File: src/sv/rrts_pkg.sv
// ============================================================================
// Round-robin thread scheduler package
// Shared codes, widths and the command and status bundles that pass between
// the controller and the datapath.
// ============================================================================
package rrts_pkg;

    localparam int MAX_THREADS_DEF = 16;

    localparam int OP_W   = 3;
    localparam int SLOT_W = 4;
    localparam int STAT_W = 2;
    localparam int ST_W   = 2;
    localparam int CNT_W  = 32;

    // Operation codes.
    localparam logic [OP_W-1:0] OP_ATTACH    = 3'd0;
    localparam logic [OP_W-1:0] OP_CREATE    = 3'd1;
    localparam logic [OP_W-1:0] OP_TERMINATE = 3'd2;
    localparam logic [OP_W-1:0] OP_YIELD     = 3'd3;
    localparam logic [OP_W-1:0] OP_START     = 3'd4;

    // Status codes.
    localparam logic [STAT_W-1:0] STAT_OK      = 2'd0;
    localparam logic [STAT_W-1:0] STAT_FULL    = 2'd1;
    localparam logic [STAT_W-1:0] STAT_NOTHRD  = 2'd2;
    localparam logic [STAT_W-1:0] STAT_BADSLOT = 2'd3;

    // Slot states.
    localparam logic [ST_W-1:0] ST_UNUSED     = 2'd0;
    localparam logic [ST_W-1:0] ST_READY      = 2'd1;
    localparam logic [ST_W-1:0] ST_RUNNING    = 2'd2;
    localparam logic [ST_W-1:0] ST_TERMINATED = 2'd3;

    // Commands from the controller to the datapath.
    typedef struct packed {
        logic exec;       // execute a request that needs no scan straight from the inputs
        logic scan_init;  // set up the yield scan
        logic scan_step;  // issue the next table read of the scan
        logic hit;        // scan found a ready slot: mark it running
        logic miss;       // scan found nothing: report the current slot
        logic fix;        // finish the switch: demote the old slot, count
    } t_cmd;

    // Status from the datapath to the controller.
    typedef struct packed {
        logic need_scan;  // the request at the inputs is a yield that scans
        logic more;       // slots remain to be read
        logic pend;       // a read result is due this cycle
        logic hit;        // the due read result is a ready slot
    } t_sts;

endpackage

File: src/sv/rrts_ctrl.sv
// ============================================================================
// Round-robin thread scheduler controller
// Sequences one request at a time: requests that need no scan, or the yield scan
// followed by the two-step switch.
// ============================================================================
module rrts_ctrl
    import rrts_pkg::*;
(
    input  logic i_clk,
    input  logic i_rst_n,
    input  logic start,
    output logic busy,
    input  t_sts i_sts,
    output t_cmd o_cmd
);

    localparam logic [1:0] S_IDLE = 2'd0;
    localparam logic [1:0] S_SCAN = 2'd1;
    localparam logic [1:0] S_FIX  = 2'd2;

    logic [1:0] r_state;
    logic [1:0] n_state;

    always_comb begin
        n_state = r_state;
        o_cmd   = '0;
        case (r_state)
            S_IDLE: begin
                if (start) begin
                    if (i_sts.need_scan) begin
                        o_cmd.scan_init = 1'b1;
                        n_state         = S_SCAN;
                    end else begin
                        o_cmd.exec = 1'b1;
                    end
                end
            end
            S_SCAN: begin
                if (i_sts.hit) begin
                    o_cmd.hit = 1'b1;
                    n_state   = S_FIX;
                end else if (!i_sts.more && !i_sts.pend) begin
                    o_cmd.miss = 1'b1;
                    n_state    = S_IDLE;
                end else begin
                    o_cmd.scan_step = 1'b1;
                end
            end
            S_FIX: begin
                o_cmd.fix = 1'b1;
                n_state   = S_IDLE;
            end
            default: begin
                n_state = S_IDLE;
            end
        endcase
    end

    always_ff @(posedge i_clk) begin
        if (!i_rst_n) begin
            r_state <= S_IDLE;
        end else begin
            r_state <= n_state;
        end
    end

    assign busy = (r_state != S_IDLE);

endmodule

File: src/sv/rrts_dp.sv
// ============================================================================
// Round-robin thread scheduler datapath
// Holds the slot table memory, the scheduler registers, the scan pointer and
// the result registers.
// ============================================================================
module rrts_dp
    import rrts_pkg::*;
#(
    parameter int MAX_THREADS = MAX_THREADS_DEF
) (
    input  logic              i_clk,
    input  logic              i_rst_n,
    input  logic [OP_W-1:0]   i_op,
    input  logic [SLOT_W-1:0] i_target_slot,
    input  t_cmd              i_cmd,
    output t_sts              o_sts,
    output logic              o_valid,
    output logic [STAT_W-1:0] o_status,
    output logic [SLOT_W-1:0] o_slot,
    output logic              o_switched,
    output logic [CNT_W-1:0]  o_switch_count
);

    localparam int IW = $clog2(MAX_THREADS);
    localparam int CW = $clog2(MAX_THREADS + 1);
    localparam int TW = (CW > SLOT_W) ? CW : SLOT_W;

    localparam logic [CW-1:0] USED_MAX = CW'(MAX_THREADS);

    // Slot table. Entries at or above the fill count are never read, so the
    // table needs no clearing on reset or attach.
    logic [ST_W-1:0] r_mem [MAX_THREADS];
    logic [ST_W-1:0] r_rd;
    logic            mem_we;
    logic [IW-1:0]   mem_wa;
    logic [ST_W-1:0] mem_wd;

    logic [CW-1:0]   r_used,     n_used;
    logic [IW-1:0]   r_running,  n_running;
    logic            r_has_run,  n_has_run;
    logic            r_cur_run,  n_cur_run;   // running slot still in running state
    logic [CNT_W-1:0] r_switches, n_switches;

    logic [IW-1:0]   r_scan_idx, n_scan_idx;
    logic [CW-1:0]   r_left,     n_left;
    logic            r_pend,     n_pend;
    logic [IW-1:0]   r_pend_idx, n_pend_idx;

    logic              r_valid,    n_valid;
    logic [STAT_W-1:0] r_status,   n_status;
    logic [SLOT_W-1:0] r_slot,     n_slot;
    logic              r_switched, n_switched;

    logic [TW-1:0] tgt_ext;
    logic [TW-1:0] used_ext;
    logic [IW-1:0] tgt_idx;

    function automatic logic [IW-1:0] next_idx(input logic [IW-1:0] x,
                                                input logic [CW-1:0] used);
        logic [CW-1:0] s;
        s = CW'(x) + CW'(1);
        next_idx = (s == used) ? '0 : s[IW-1:0];
    endfunction

    assign tgt_ext  = TW'(i_target_slot);
    assign used_ext = TW'(r_used);
    assign tgt_idx  = tgt_ext[IW-1:0];

    assign o_sts.need_scan = (i_op == OP_YIELD) && r_has_run && (CW'(r_running) < r_used);
    assign o_sts.more      = (r_left != '0);
    assign o_sts.pend      = r_pend;
    assign o_sts.hit       = r_pend && (r_rd == ST_READY);

    always_comb begin
        n_used     = r_used;
        n_running  = r_running;
        n_has_run  = r_has_run;
        n_cur_run  = r_cur_run;
        n_switches = r_switches;
        n_scan_idx = r_scan_idx;
        n_left     = r_left;
        n_pend     = r_pend;
        n_pend_idx = r_pend_idx;
        n_valid    = 1'b0;
        n_status   = r_status;
        n_slot     = r_slot;
        n_switched = r_switched;
        mem_we     = 1'b0;
        mem_wa     = '0;
        mem_wd     = ST_UNUSED;

        if (i_cmd.exec) begin
            n_valid    = 1'b1;
            n_status   = STAT_OK;
            n_slot     = '0;
            n_switched = 1'b0;
            case (i_op)
                OP_ATTACH: begin
                    if (r_has_run) begin
                        n_status = STAT_NOTHRD;
                    end else begin
                        mem_we    = 1'b1;
                        mem_wa    = '0;
                        mem_wd    = ST_RUNNING;
                        n_used    = CW'(1);
                        n_running = '0;
                        n_has_run = 1'b1;
                        n_cur_run = 1'b1;
                    end
                end
                OP_CREATE: begin
                    if (r_used == USED_MAX) begin
                        n_status = STAT_FULL;
                    end else begin
                        mem_we = 1'b1;
                        mem_wa = r_used[IW-1:0];
                        mem_wd = ST_READY;
                        n_slot = SLOT_W'(r_used);
                        n_used = r_used + CW'(1);
                    end
                end
                OP_TERMINATE: begin
                    if (tgt_ext >= used_ext) begin
                        n_status = STAT_BADSLOT;
                    end else begin
                        mem_we = 1'b1;
                        mem_wa = tgt_idx;
                        mem_wd = ST_TERMINATED;
                        n_slot = i_target_slot;
                        if (tgt_idx == r_running) begin
                            n_cur_run = 1'b0;
                        end
                    end
                end
                OP_YIELD: begin
                    // Only reaches here when nothing is running.
                    n_status = STAT_NOTHRD;
                end
                OP_START: begin
                    if (r_used == '0) begin
                        n_status = STAT_NOTHRD;
                    end else begin
                        mem_we    = 1'b1;
                        mem_wa    = '0;
                        mem_wd    = ST_RUNNING;
                        n_running = '0;
                        n_has_run = 1'b1;
                        n_cur_run = 1'b1;
                    end
                end
                default: begin
                end
            endcase
        end

        if (i_cmd.scan_init) begin
            n_scan_idx = next_idx(r_running, r_used);
            n_left     = r_used - CW'(1);
            n_pend     = 1'b0;
        end

        if (i_cmd.scan_step) begin
            n_pend = (r_left != '0);
            if (r_left != '0) begin
                n_pend_idx = r_scan_idx;
                n_scan_idx = next_idx(r_scan_idx, r_used);
                n_left     = r_left - CW'(1);
            end
        end

        if (i_cmd.hit) begin
            mem_we = 1'b1;
            mem_wa = r_pend_idx;
            mem_wd = ST_RUNNING;
            n_pend = 1'b0;
        end

        if (i_cmd.miss) begin
            n_valid    = 1'b1;
            n_status   = STAT_OK;
            n_slot     = SLOT_W'(r_running);
            n_switched = 1'b0;
        end

        if (i_cmd.fix) begin
            if (r_cur_run) begin
                mem_we = 1'b1;
                mem_wa = r_running;
                mem_wd = ST_READY;
            end
            n_running  = r_pend_idx;
            n_cur_run  = 1'b1;
            n_switches = r_switches + CNT_W'(1);
            n_pend     = 1'b0;
            n_valid    = 1'b1;
            n_status   = STAT_OK;
            n_slot     = SLOT_W'(r_pend_idx);
            n_switched = 1'b1;
        end
    end

    always_ff @(posedge i_clk) begin
        if (mem_we) begin
            r_mem[mem_wa] <= mem_wd;
        end
        r_rd <= r_mem[r_scan_idx];
    end

    always_ff @(posedge i_clk) begin
        if (!i_rst_n) begin
            r_used     <= '0;
            r_running  <= '0;
            r_has_run  <= 1'b0;
            r_cur_run  <= 1'b0;
            r_switches <= '0;
            r_pend     <= 1'b0;
            r_left     <= '0;
            r_valid    <= 1'b0;
        end else begin
            r_used     <= n_used;
            r_running  <= n_running;
            r_has_run  <= n_has_run;
            r_cur_run  <= n_cur_run;
            r_switches <= n_switches;
            r_pend     <= n_pend;
            r_left     <= n_left;
            r_valid    <= n_valid;
        end
    end

    always_ff @(posedge i_clk) begin
        r_scan_idx <= n_scan_idx;
        r_pend_idx <= n_pend_idx;
        r_status   <= n_status;
        r_slot     <= n_slot;
        r_switched <= n_switched;
    end

    assign o_valid        = r_valid;
    assign o_status       = r_status;
    assign o_slot         = r_slot;
    assign o_switched     = r_switched;
    assign o_switch_count = r_switches;

    // The current thread always lies inside the filled part of the table.
    a_running_in_range: assert property (@(posedge i_clk) disable iff (!i_rst_n)
        r_has_run |-> (CW'(r_running) < r_used))
        else $error("running slot outside the filled table");

    a_used_bound: assert property (@(posedge i_clk) disable iff (!i_rst_n)
        r_used <= USED_MAX)
        else $error("fill count beyond table size");

    // The scan never looks at the current slot itself.
    a_scan_skips_current: assert property (@(posedge i_clk) disable iff (!i_rst_n)
        r_pend |-> (r_pend_idx != r_running))
        else $error("scan read the current slot");

    a_count_only_on_switch: assert property (@(posedge i_clk) disable iff (!i_rst_n)
        !i_cmd.fix |=> $stable(r_switches))
        else $error("switch counter moved without a switch");

    a_switch_reports: assert property (@(posedge i_clk) disable iff (!i_rst_n)
        i_cmd.fix |=> (r_valid && r_switched))
        else $error("switch finished without a switched result");

endmodule

File: src/sv/round_robin_thread_scheduler.sv
// ============================================================================
// Round-robin thread scheduler
// Thread table with create, terminate, attach, start and a cyclic yield scan.
// ============================================================================
// A request (op and target_slot) is taken at a rising edge where start is
// high and busy is low. Exactly one result follows: o_valid is high for one
// cycle with o_status, o_slot, o_switched and o_switch_count, and the
// receiver must take it in that cycle because the block cannot hold it.
// Attach, create, terminate, start, unknown codes and a yield with nothing
// running need no scan: busy stays low and the result appears in the cycle
// after the request, so such requests can be issued every cycle. A yield that
// scans first sets up the scan, then reads the other used slots of the slot
// table memory once per cycle from the slot after the current one (the read
// is registered), and a found slot needs the further S_FIX state because the
// table has a single write port for the new running slot and the demoted old
// one. busy is high during the scan. The switch counter on o_switch_count
// always shows the count after the latest request and wraps at 32 bits.
// ============================================================================
module round_robin_thread_scheduler
    import rrts_pkg::*;
#(
    parameter int MAX_THREADS = MAX_THREADS_DEF
) (
    input  logic              i_clk,
    input  logic              i_rst_n,
    input  logic              start,
    output logic              busy,
    input  logic [OP_W-1:0]   i_op,
    input  logic [SLOT_W-1:0] i_target_slot,
    output logic              o_valid,
    output logic [STAT_W-1:0] o_status,
    output logic [SLOT_W-1:0] o_slot,
    output logic              o_switched,
    output logic [CNT_W-1:0]  o_switch_count
);

    t_cmd cmd;
    t_sts sts;

    // The controller only sequences; all scheduler state lives in the datapath.
    rrts_ctrl u_ctrl (
        .i_clk   (i_clk),
        .i_rst_n (i_rst_n),
        .start   (start),
        .busy    (busy),
        .i_sts   (sts),
        .o_cmd   (cmd)
    );

    rrts_dp #(
        .MAX_THREADS (MAX_THREADS)
    ) u_dp (
        .i_clk          (i_clk),
        .i_rst_n        (i_rst_n),
        .i_op           (i_op),
        .i_target_slot  (i_target_slot),
        .i_cmd          (cmd),
        .o_sts          (sts),
        .o_valid        (o_valid),
        .o_status       (o_status),
        .o_slot         (o_slot),
        .o_switched     (o_switched),
        .o_switch_count (o_switch_count)
    );

endmodule

File: config.mk
export PLATFORM = sky130hd
export DESIGN_NAME = round_robin_thread_scheduler
export DESIGN_NICKNAME = d
export VERILOG_FILES = /design/src/sv/rrts_pkg.sv /design/src/sv/rrts_ctrl.sv /design/src/sv/rrts_dp.sv /design/src/sv/round_robin_thread_scheduler.sv
export SDC_FILE = /design/constraint.sdc
export NUM_CORES = 1
export LEC_CHECK = 0
export ABC_CLOCK_PERIOD_IN_PS = 3000
export BUFFER_PORTS_ARGS = -buffer_cell sky130_fd_sc_hd__buf_2
export CELL_PAD_IN_SITES_DETAIL_PLACEMENT = 1
export CELL_PAD_IN_SITES_GLOBAL_PLACEMENT = 1
export CORE_ASPECT_RATIO = 1.5
export CORE_UTILIZATION = 40
export DETAILED_ROUTE_END_ITERATION = 16
export PLACE_DENSITY = 0.76
export SLEW_MARGIN = 20
export SYNTH_ARGS = -nofsm -noshare
export SYNTH_HDL_FRONTEND = slang
export SYNTH_SLANG_ARGS = --single-unit
File: constraint.sdc
create_clock -name i_clk -period 3 [get_ports i_clk]
set_input_delay 0.6 -clock i_clk [delete_from_list [all_inputs] [get_ports i_clk]]
set_output_delay 0.6 -clock i_clk [all_outputs]
set_load 0.01 [all_outputs]
# Word-level counts from Yosys, hierarchy flattened
# Memories as Yosys holds them, arrays and structs flattened. A register that Yosys moved wholly into a read port is not among the register bits.
# Cells that the tools add are included.
# word_totals
regBits	67
mem_bits_rw	32
wordCells	154
mem_count	1
# op_classes
addsub	6
n_lt_le_gt_ge	2
n_eq_ne	21
mux	82
bitwise	1
n_reduce_logical	27
# memory_table
name	depth	word_bits	rd	rd_ports_with_merged_regs	wr	line	source
u_dp.r_mem	16	2	1	1	1	rrts_dp.sv:32	logic [ST_W-1:0] r_mem [MAX_THREADS];
# op_table
cell	n
4-bit 2-to-1 mux	18
1-bit 2-to-1 mux	33
32-bit by 1-bit adder with 32-bit output, second input constant	1
2-bit 2-to-1 mux	16
5-bit 2-to-1 mux	5
4-bit case mux with 2 select lines	2
2-bit nonzero test	6
4-bit by 1-bit adder with 5-bit output, second input constant	2
5-bit equality test	2
2-bit inequality test, second input constant	5
2-bit case mux with 5 select lines	1
5-bit case mux with 2 select lines	1
5-bit by 1-bit subtractor with 5-bit output, second input constant	2
3-bit inequality test, second input constant	3
2-bit case mux with 4 select lines	1
4-bit AND reduction	2
3-bit by 2-bit equality test with 1-bit output, second input constant	2
3-bit by 2-bit inequality test with 1-bit output, second input constant	2
3-bit AND reduction	2
6-bit AND reduction	1
3-bit nonzero test	2
5-bit by 1-bit adder with 5-bit output, second input constant	1
5-bit equality test, second input constant	1
4-bit by 5-bit greater-or-equal comparator with 1-bit output	1
22 further kinds	27

# Longest topological paths before layout
# Gate-level depths: netlist (run 1).
# logic_depth
depth_word	12
depth_mapped	9

# By module
# From an unflattened synthesis (run 1), not the netlist that was laid out.
# hier_totals
hier_cells	541
area_unflattened_um2	5434.0
# by_module_without_submodules
mod	instances	cells_each	area_per_inst_um2
rrts_dp	1	526	5286.3
rrts_ctrl	1	15	147.6

# Worst setup path after synthesis (run 1)
# OpenSTA, ideal clock, no wires.
# synth_path
path_type	reg-to-reg
start	reg u_dp.r_used[2]
end	mem u_dp.r_mem[10][0], enable pin
setup_ps	309
arrival_time_ps	2291
required_ps	2691
path_slack_ps	400
path_stages_with_launch	10
path_buffers	1
period_less_slack_ps	2600
path_cell_list	dfxtp_1 > buf_1 > inv_1 > ha_1 > o21ai_0 > a21oi_1 > o31ai_4 > a21oi_1 > or3_1 > nor2_1
# synth_via
elab_chain_cells	11
word_cells_on_any_way	25
cone_classes	order compare (2); eq/ne (1); mux (20); reduce/logical (2)
# synth_rtl
item	line	source
start: declaration	rrts_dp.sv:38	logic [CW-1:0] r_used, n_used;
start signal: assignment	rrts_dp.sv:220	r_used <= n_used;
4-bit by 5-bit < comparator with 1-bit output	rrts_dp.sv:69	assign o_sts.need_scan = (i_op == OP_YIELD) && r_has_run && (CW'(r_running) < r_used);
1-bit logical AND	rrts_dp.sv:69	
1-bit 2-to-1 mux	rrts_ctrl.sv:30	if (i_sts.need_scan) begin
2-bit 2-to-1 mux	rrts_ctrl.sv:29	if (start) begin
2-bit 2-to-1 mux	rrts_ctrl.sv:27	case (r_state)
1-bit 2-to-1 mux	rrts_dp.sv:92	if (i_cmd.exec) begin
1-bit 2-to-1 mux	rrts_dp.sv:171	if (i_cmd.hit) begin
1-bit 2-to-1 mux	rrts_dp.sv:186	if (r_cur_run) begin
1-bit 2-to-1 mux	rrts_dp.sv:185	if (i_cmd.fix) begin
1-bit 2-to-1 mux	rrts_dp.sv:203	if (mem_we) begin
1-bit 2-to-1 mux (not written as such)	rrts_dp.sv:204	r_mem[mem_wa] <= mem_wd;
end: declaration	rrts_dp.sv:32	
# Several ways; a longest one is shown, not always the timed one.

# Worst setup path in the final report (run 1)
# layout_path
start	reg u_dp.r_used[3]
end	mem u_dp.r_mem[8][1], enable pin
# Same word-level chain as after synthesis.

==> metrics.txt, run 1 <==
share of layout cells above drive strength 1=about a fifth; RSZ-0062 raised after global routing=no; Reg power frac=roughly 52%; Max-cap violations=0; Post-CTS Resized=0; Slowest cell on crit path=a211o_1; sw power=0.608 mW; number of setup buffers added after CTS=0; clock power share=41.8%; fin crit period=between 2 and 3 ns; Yosys top cell by area=dfxtp_1; drt first pass iters=4; FP Rows=slightly above 50; WP data required=about 3.0 ns; Post-DRT Antenna Nets=0; Mean Syn Cell Area=between 10 and 15 sq um; Hold Slack=~0.46 ns; GR Overflow Total=0; first-pass GRT wire length=~23 mm; PD cells=~460 nW/um^2; Synth Flop Type=dfxtp_1; DPL Wire Length=~11 mm; Synth Warn #=0; hold_buf cts=0; sequential fraction of the synthesis area=between 40% and 50%; number of synthesized flops with an enable pin=40; vias in the first global route=~4500; crit path kind=flop to flop; Post-Syn Nets=between 500 and 600; Root Buffer=clkbuf_16; I/O pins=51; leak pwr=about 2.5 nW; synth unique cells=71; power share of the combinational group=~6.5%; CP Cell Sequence=inv_1 -> buf_4 -> ha_1 -> o21ai_0 -> a21oi_1 -> o31ai_4 -> a21o_1 -> a211o_1 -> nor3_2; Clock transition at path regs=~0.060 ns; Critical Path AT=2.65 ns; clock skew=0.00838 ns; fin. max-slew vios=0; Max FO, Critical Path=5; setup violators final=0; Iter 0 DRT Violations=between 150 and 200; HP Class=flop to flop; Max IR drop VDD=0.000378 V; most frequent cells in the layout=dfxtp_1, buf_2, edfxtp_1; clock sinks=around 100; antenna diode count=0; main area contributors after synthesis=dfxtp_1, edfxtp_1, xnor2_1; fraction of registers with async set/reset=0%; top-area cell type share of the netlist area=23.0%; final hold vios=0; CTS Buf Count=9; Int Pwr=around 2.2 mW; Slew @ Worst Pin=0.977 ns; Worst path max stage delay=0.39 ns; antenna violations before repair=0; via/cell ratio=between 5 and 6; period utilization=87.0%; most common cell after layout, fill and taps aside=dfxtp_1; Routed WL=~14 mm; Final TNS setup=0 ns; Slew headroom=around a third; vias=4179; post-synthesis cell area=5300 sq um; routed len/inst=19.3 um; CTS H-Tree Depth=3; fmax=about 0.38 GHz; GRT Resource Usage Total=about 22%; switching share of power=approximately 22%; area delta synth->final=15.3%; TritonCTS clock tree=built; die width=around 96 um; status=completed; clock buffer depth=2; Die ar.=13700 sq um; initial core utilization=between 40% and 50%; Die Ht=143 um; placer's final routability congestion estimate=just under 0.9; largest net degree at the start of global routing=28; total core area=13000 sq um; CP endpoint kind=flop; clk_lat worst skew=about 0.35 ns; Final #Nets=around 600; Startpoint Class=flop; port bufs=50; post-synthesis sequential element count=~100; Post-Syn Instances=521; DRC=0
-- path summary, 6_finish.rpt --
| check | from | end | slack, ns | depth (start not counted) |
|---|---|---|---|---|
| hold / removal | u_dp.o_status[0]$_SDFFE_PP0N_ | u_dp.o_status[0]$_SDFFE_PP0N_ | 0.46 | 2 |
| hold reg to reg | u_dp.o_status[0]$_SDFFE_PP0N_ | u_dp.o_status[0]$_SDFFE_PP0N_ | 0.46 | 2 |
| setup / recovery | u_dp.r_used[3]$_SDFFE_PN0P_ | u_dp.r_mem[8][1]$_DFFE_PP_ | 0.39 | 9 |
| setup reg to reg | u_dp.r_used[3]$_SDFFE_PN0P_ | u_dp.r_mem[8][1]$_DFFE_PP_ | 0.39 | 9 |
-- power by group through the flow --
stage | clock, mW | sequential (mW) | combinational, mW
after floorplan | 0 | 1.48 | 0.123
after global placement | 0 | 1.48 | 0.177
after detailed placement | 0 | 1.48 | 0.184
after CTS | 1.21 | 1.45 | 0.185
after global routing | 1.26 | 1.45 | 0.201
final | 1.18 | 1.45 | 0.184
-- state kept, by name (all words and copies together) (netlist names) --
register             flops
u_dp.r_rd                2
u_dp.o_valid             1
u_ctrl.r_state           2
u_dp.o_status            2
u_dp.r_pend              1
u_dp.r_running           4
u_dp.r_used              5
u_dp.o_slot              4
u_dp.r_pend_idx          4
u_dp.r_scan_idx          4
u_dp.r_cur_run           1
u_dp.r_has_run           1
u_dp.r_mem              32
u_dp.o_switched          1
u_dp.o_switch_count     32
u_dp.r_left              5
-- synthesized netlist by cell type (4+ instances only) --
cell      count
a21oi_1      24
inv_1        17
a21boi_1      4
a22oi_1       5
a21o_1        5
xor2_1       18
xnor2_1      29
a21boi_0      5
o21bai_1      5
and4_1        6
nand4_1       8
o21ai_0      18
nand2_1      32
ha_1         15
and3_1       10
o21ai_1       7
nand2b_1      5
and3b_1       4
a31oi_1       4
nor3_1        9
nand3_1      16
mux4_2       10
nor2_1       38
clkbuf_1     17
edfxtp_1     40
nor2b_1       9
and2_1       35
dfxtp_1      61
-- layer usage --
metal	wire (um)	share of wire, %	GRT usage (%)
met3	518	3.6	5.43
met1	5360	37	21.6
met4	414	2.9	8.96
met2	8040	56	43.5
met5	0	0	0
-- worst max-delay path: cells and delay by family, from the launching register on --
| kind | cells | cell delay (ns) |
|---|---|---|
| AOI/OAI and AO/OA | 5 | 1.13 |
| DFF | 1 | 0.33 |
| adders and majority gates | 1 | 0.26 |
| buffers and inverters | 2 | 0.31 |
| and+or+nand+nor | 1 | 0.26 |
-- layout make-up --
cell class	count	area [sq um]
tap	159	199
clock buffer	14	297
fill	1471	6840
sequential	101	2420
timing repair buffer	71	408
inverter	18	67.6
clock inverter	2	11.3
multi-input combinational	378	2710
-- kinds of logic after synthesis --
kind of cell | after synthesis | share of synthesized area (%)
adder cells (fa/ha/maj) | 15 | 3.54
buffers and inverters | 42 | 3.33
AND/OR/NAND/NOR | 197 | 21.5
AO/OA/AOI/OAI | 106 | 13.4
XOR/XNOR | 47 | 7.76
flip-flops | 101 | 45.7
multiplexers | 13 | 4.81
-- through the flow --
stage          power (mW)  setup slack (ns)  instances  utilization, %  instance area (sq um)
6_report             2.81             0.389        743            47.2                   6110
5_1_grt              2.91             0.248        743            47.2                   6110
4_1_cts              2.84             0.293        743            47.1                   6110
3_5_place_dp         1.66          -0.00490        727            44.8                   5800
3_3_place_gp         1.66             0.223        727            44.8                   5800
2_1_floorplan        1.60             0.400        521               -                   5300
Note: power is estimated with default switching activity, not from simulation.
==> inputs of run 2 (changes only) <==
- ABC_AREA: default -> 1
- PLACE_DENSITY: 0.76 -> 0.79
==> metrics.txt, run 2 <==
via/cell ratio=~5.5; post-route insts no fill=903; HP Class=flop to flop; number of synthesized flops with an enable pin=40; post-layout util=47.1%; I/O pins=51; TritonCTS clock tree=built; total power=around 2.9 mW; hold_buf cts=0; Startpoint Class=flop; vias=a little under 5000; top cells by count, synth=nand2_1, nor2_1, inv_1; Final #Nets=764; antenna violations before repair=0; first-pass GRT wire length=roughly 27 mm; final worst slack=0.281 ns; Yosys top cell by area=dfxtp_1; CTS H-Tree Depth=3; Max FO, Critical Path=8; top-area cell type share of the netlist area=22.5%; crit path kind=flop to flop; CP endpoint kind=flop; most frequent cells in the layout=nand2_1, nor2_1, inv_1; placer's final routability congestion estimate=between 0.9 and 1; clk_lat worst skew=approximately 0.35 ns; Die Ht=approximately 140 um; FP Rows=51; area delta synth->final=13.4%; GRT Resource Usage Total=approximately a quarter; Post-DRT Antenna Nets=0; clock sinks=roughly 100; placed cells=a little under 900; port bufs=50; Iter 0 DRT Violations=roughly 160; Routed WL=roughly 16 mm; sequential fraction of the synthesis area=between 40% and 50%; die width=around 97 um; fin crit period=~2.7 ns; number of setup buffers added after CTS=0; Critical Path AT=approximately 2.8 ns; Cell Area, Placed=approximately 6000 sq um; Mean Syn Cell Area=7.93 sq um; setup violators final=0; initial core utilization=between 40% and 50%; Clock transition at path regs=roughly 0.07 ns; Post-CTS Resized=0; fraction of registers with async set/reset=0%; leak pwr=roughly 2.5 nW; period utilization=90.6%; clock skew=approximately 0.0064 ns; Critical Path Start=u_dp.r_used[2]$_SDFFE_PN0P_; post-synthesis cell area=5430 sq um; clock buffer depth=2; RSZ-0062 raised after global routing=yes; DPL Wire Length=approximately 13 mm; main area contributors after synthesis=dfxtp_1, edfxtp_1, nand2_1; WP data required=between 3 and 4 ns; routed len/inst=about 18 um; DRC=0; status=completed; antenna diode count=0; most common cell after layout, fill and taps aside=nand2_1; Synth Warn #=0; placement-stage worst setup slack=between 0.2 and 0.3 ns; largest net degree at the start of global routing=32; worst r2r src=u_dp.r_used[2]$_SDFFE_PN0P_; CTS Buf Count=9; Hold Startpoint=u_dp.o_status[0]$_SDFFE_PP0N_; vias in the first global route=around 5300; GR Overflow Total=0; total core area=13100 sq um; fmax=~0.37 GHz; post-synthesis sequential element count=approximately 100; Post-Syn Instances=~690; fin. max-slew vios=0; Post-Syn Nets=710; final hold vios=0; Root Buffer=clkbuf_16; Max-cap violations=0; post-layout instance area=between 6000 and 7000 sq um; Max IR drop VDD=approximately 0.00028 V; count leader, synth=nand2_1; Slew @ Worst Pin=~0.69 ns; share of layout cells above drive strength 1=between 10% and 20%; Die ar.=around 14000 sq um; synth unique cells=between 40 and 50; Slew headroom=between 50 and 60%; PD cells=463 nW/um^2; Synth Flop Type=dfxtp_1; drt first pass iters=4
-- run 2: cell types whose count changed in the layout (fill, tap and decap cells not counted), moves of 17 or more --
cell,delta
xnor2_1,-20
nand3_1,+29
inv_1,+52
nor2_1,+48
nand2_1,+96
and2_1,-35
o21ai_0,+17
-- run 2: layout make-up --
cell class                 count  area (sq um)
inverter                      78           295
clock buffer                  11           233
clock inverter                 5          42.5
sequential                   101          2420
multi-input combinational    488          2640
fill                        1628          6920
tap                          159           199
timing repair buffer          61           333
-- run 2: path summary, 6_finish.rpt --
check / slack, ns / cells after the start / to
worst max-delay path: 0.28 / 13 / u_dp.r_mem[13][1]$_DFFE_PP_
worst min-delay path: 0.45 / 2 / u_dp.o_status[0]$_SDFFE_PP0N_
worst max register to register: 0.28 / 13 / u_dp.r_mem[13][1]$_DFFE_PP_
worst min register to register: 0.45 / 2 / u_dp.o_status[0]$_SDFFE_PP0N_
-- run 2: critical path, stage by stage (launching register included) --
cell     delay (ns)
dfxtp_1        0.45
inv_1          0.23
ha_1           0.35
a21oi_1        0.15
nand2_1        0.07
nand2_1        0.12
nand3_1        0.18
o22ai_1        0.27
nand2_1        0.10
nand2_1        0.10
nand2_2        0.08
inv_2          0.06
nand2_1        0.10
nor2_1         0.18
-- run 2: report_power, final --
group	internal [mW]	leakage (nW)	switching [mW]
logic	0.0894	1.54	0.168
clock network	0.576	0.133	0.542
registers	1.45	0.860	0.0299
total	2.11	2.53	0.739
-- run 2: cell families after synthesis --
family,share of synthesized area [%]
buffers and inverters,6.87
AO/OA/AOI/OAI,11.3
multiplexers,1.11
flip-flops,44.6
adder cells (fa/ha/maj),3.46
AND/OR/NAND/NOR,28.0
XOR/XNOR,4.68
-- run 2: routing by layer --
layer / vias to the layer above / wire, um / GRT usage (%)
met5: - / 0 / 0
met4: 0 / 811 / 14.8
met3: 54 / 458 / 3.84
met2: 105 / 8950 / 47.7
met1: 2413 / 6030 / 24.1
li1: 2396 / - / -
-- run 2: through the flow --
step / TNS [ns] / hold WS, ns
detailed placement: 0 / 0.433
floorplan: 0 / 0.432
global placement: 0 / 0.431
finish: 0 / 0.448
global route: -0.0661 / 0.478
CTS: 0 / 0.451
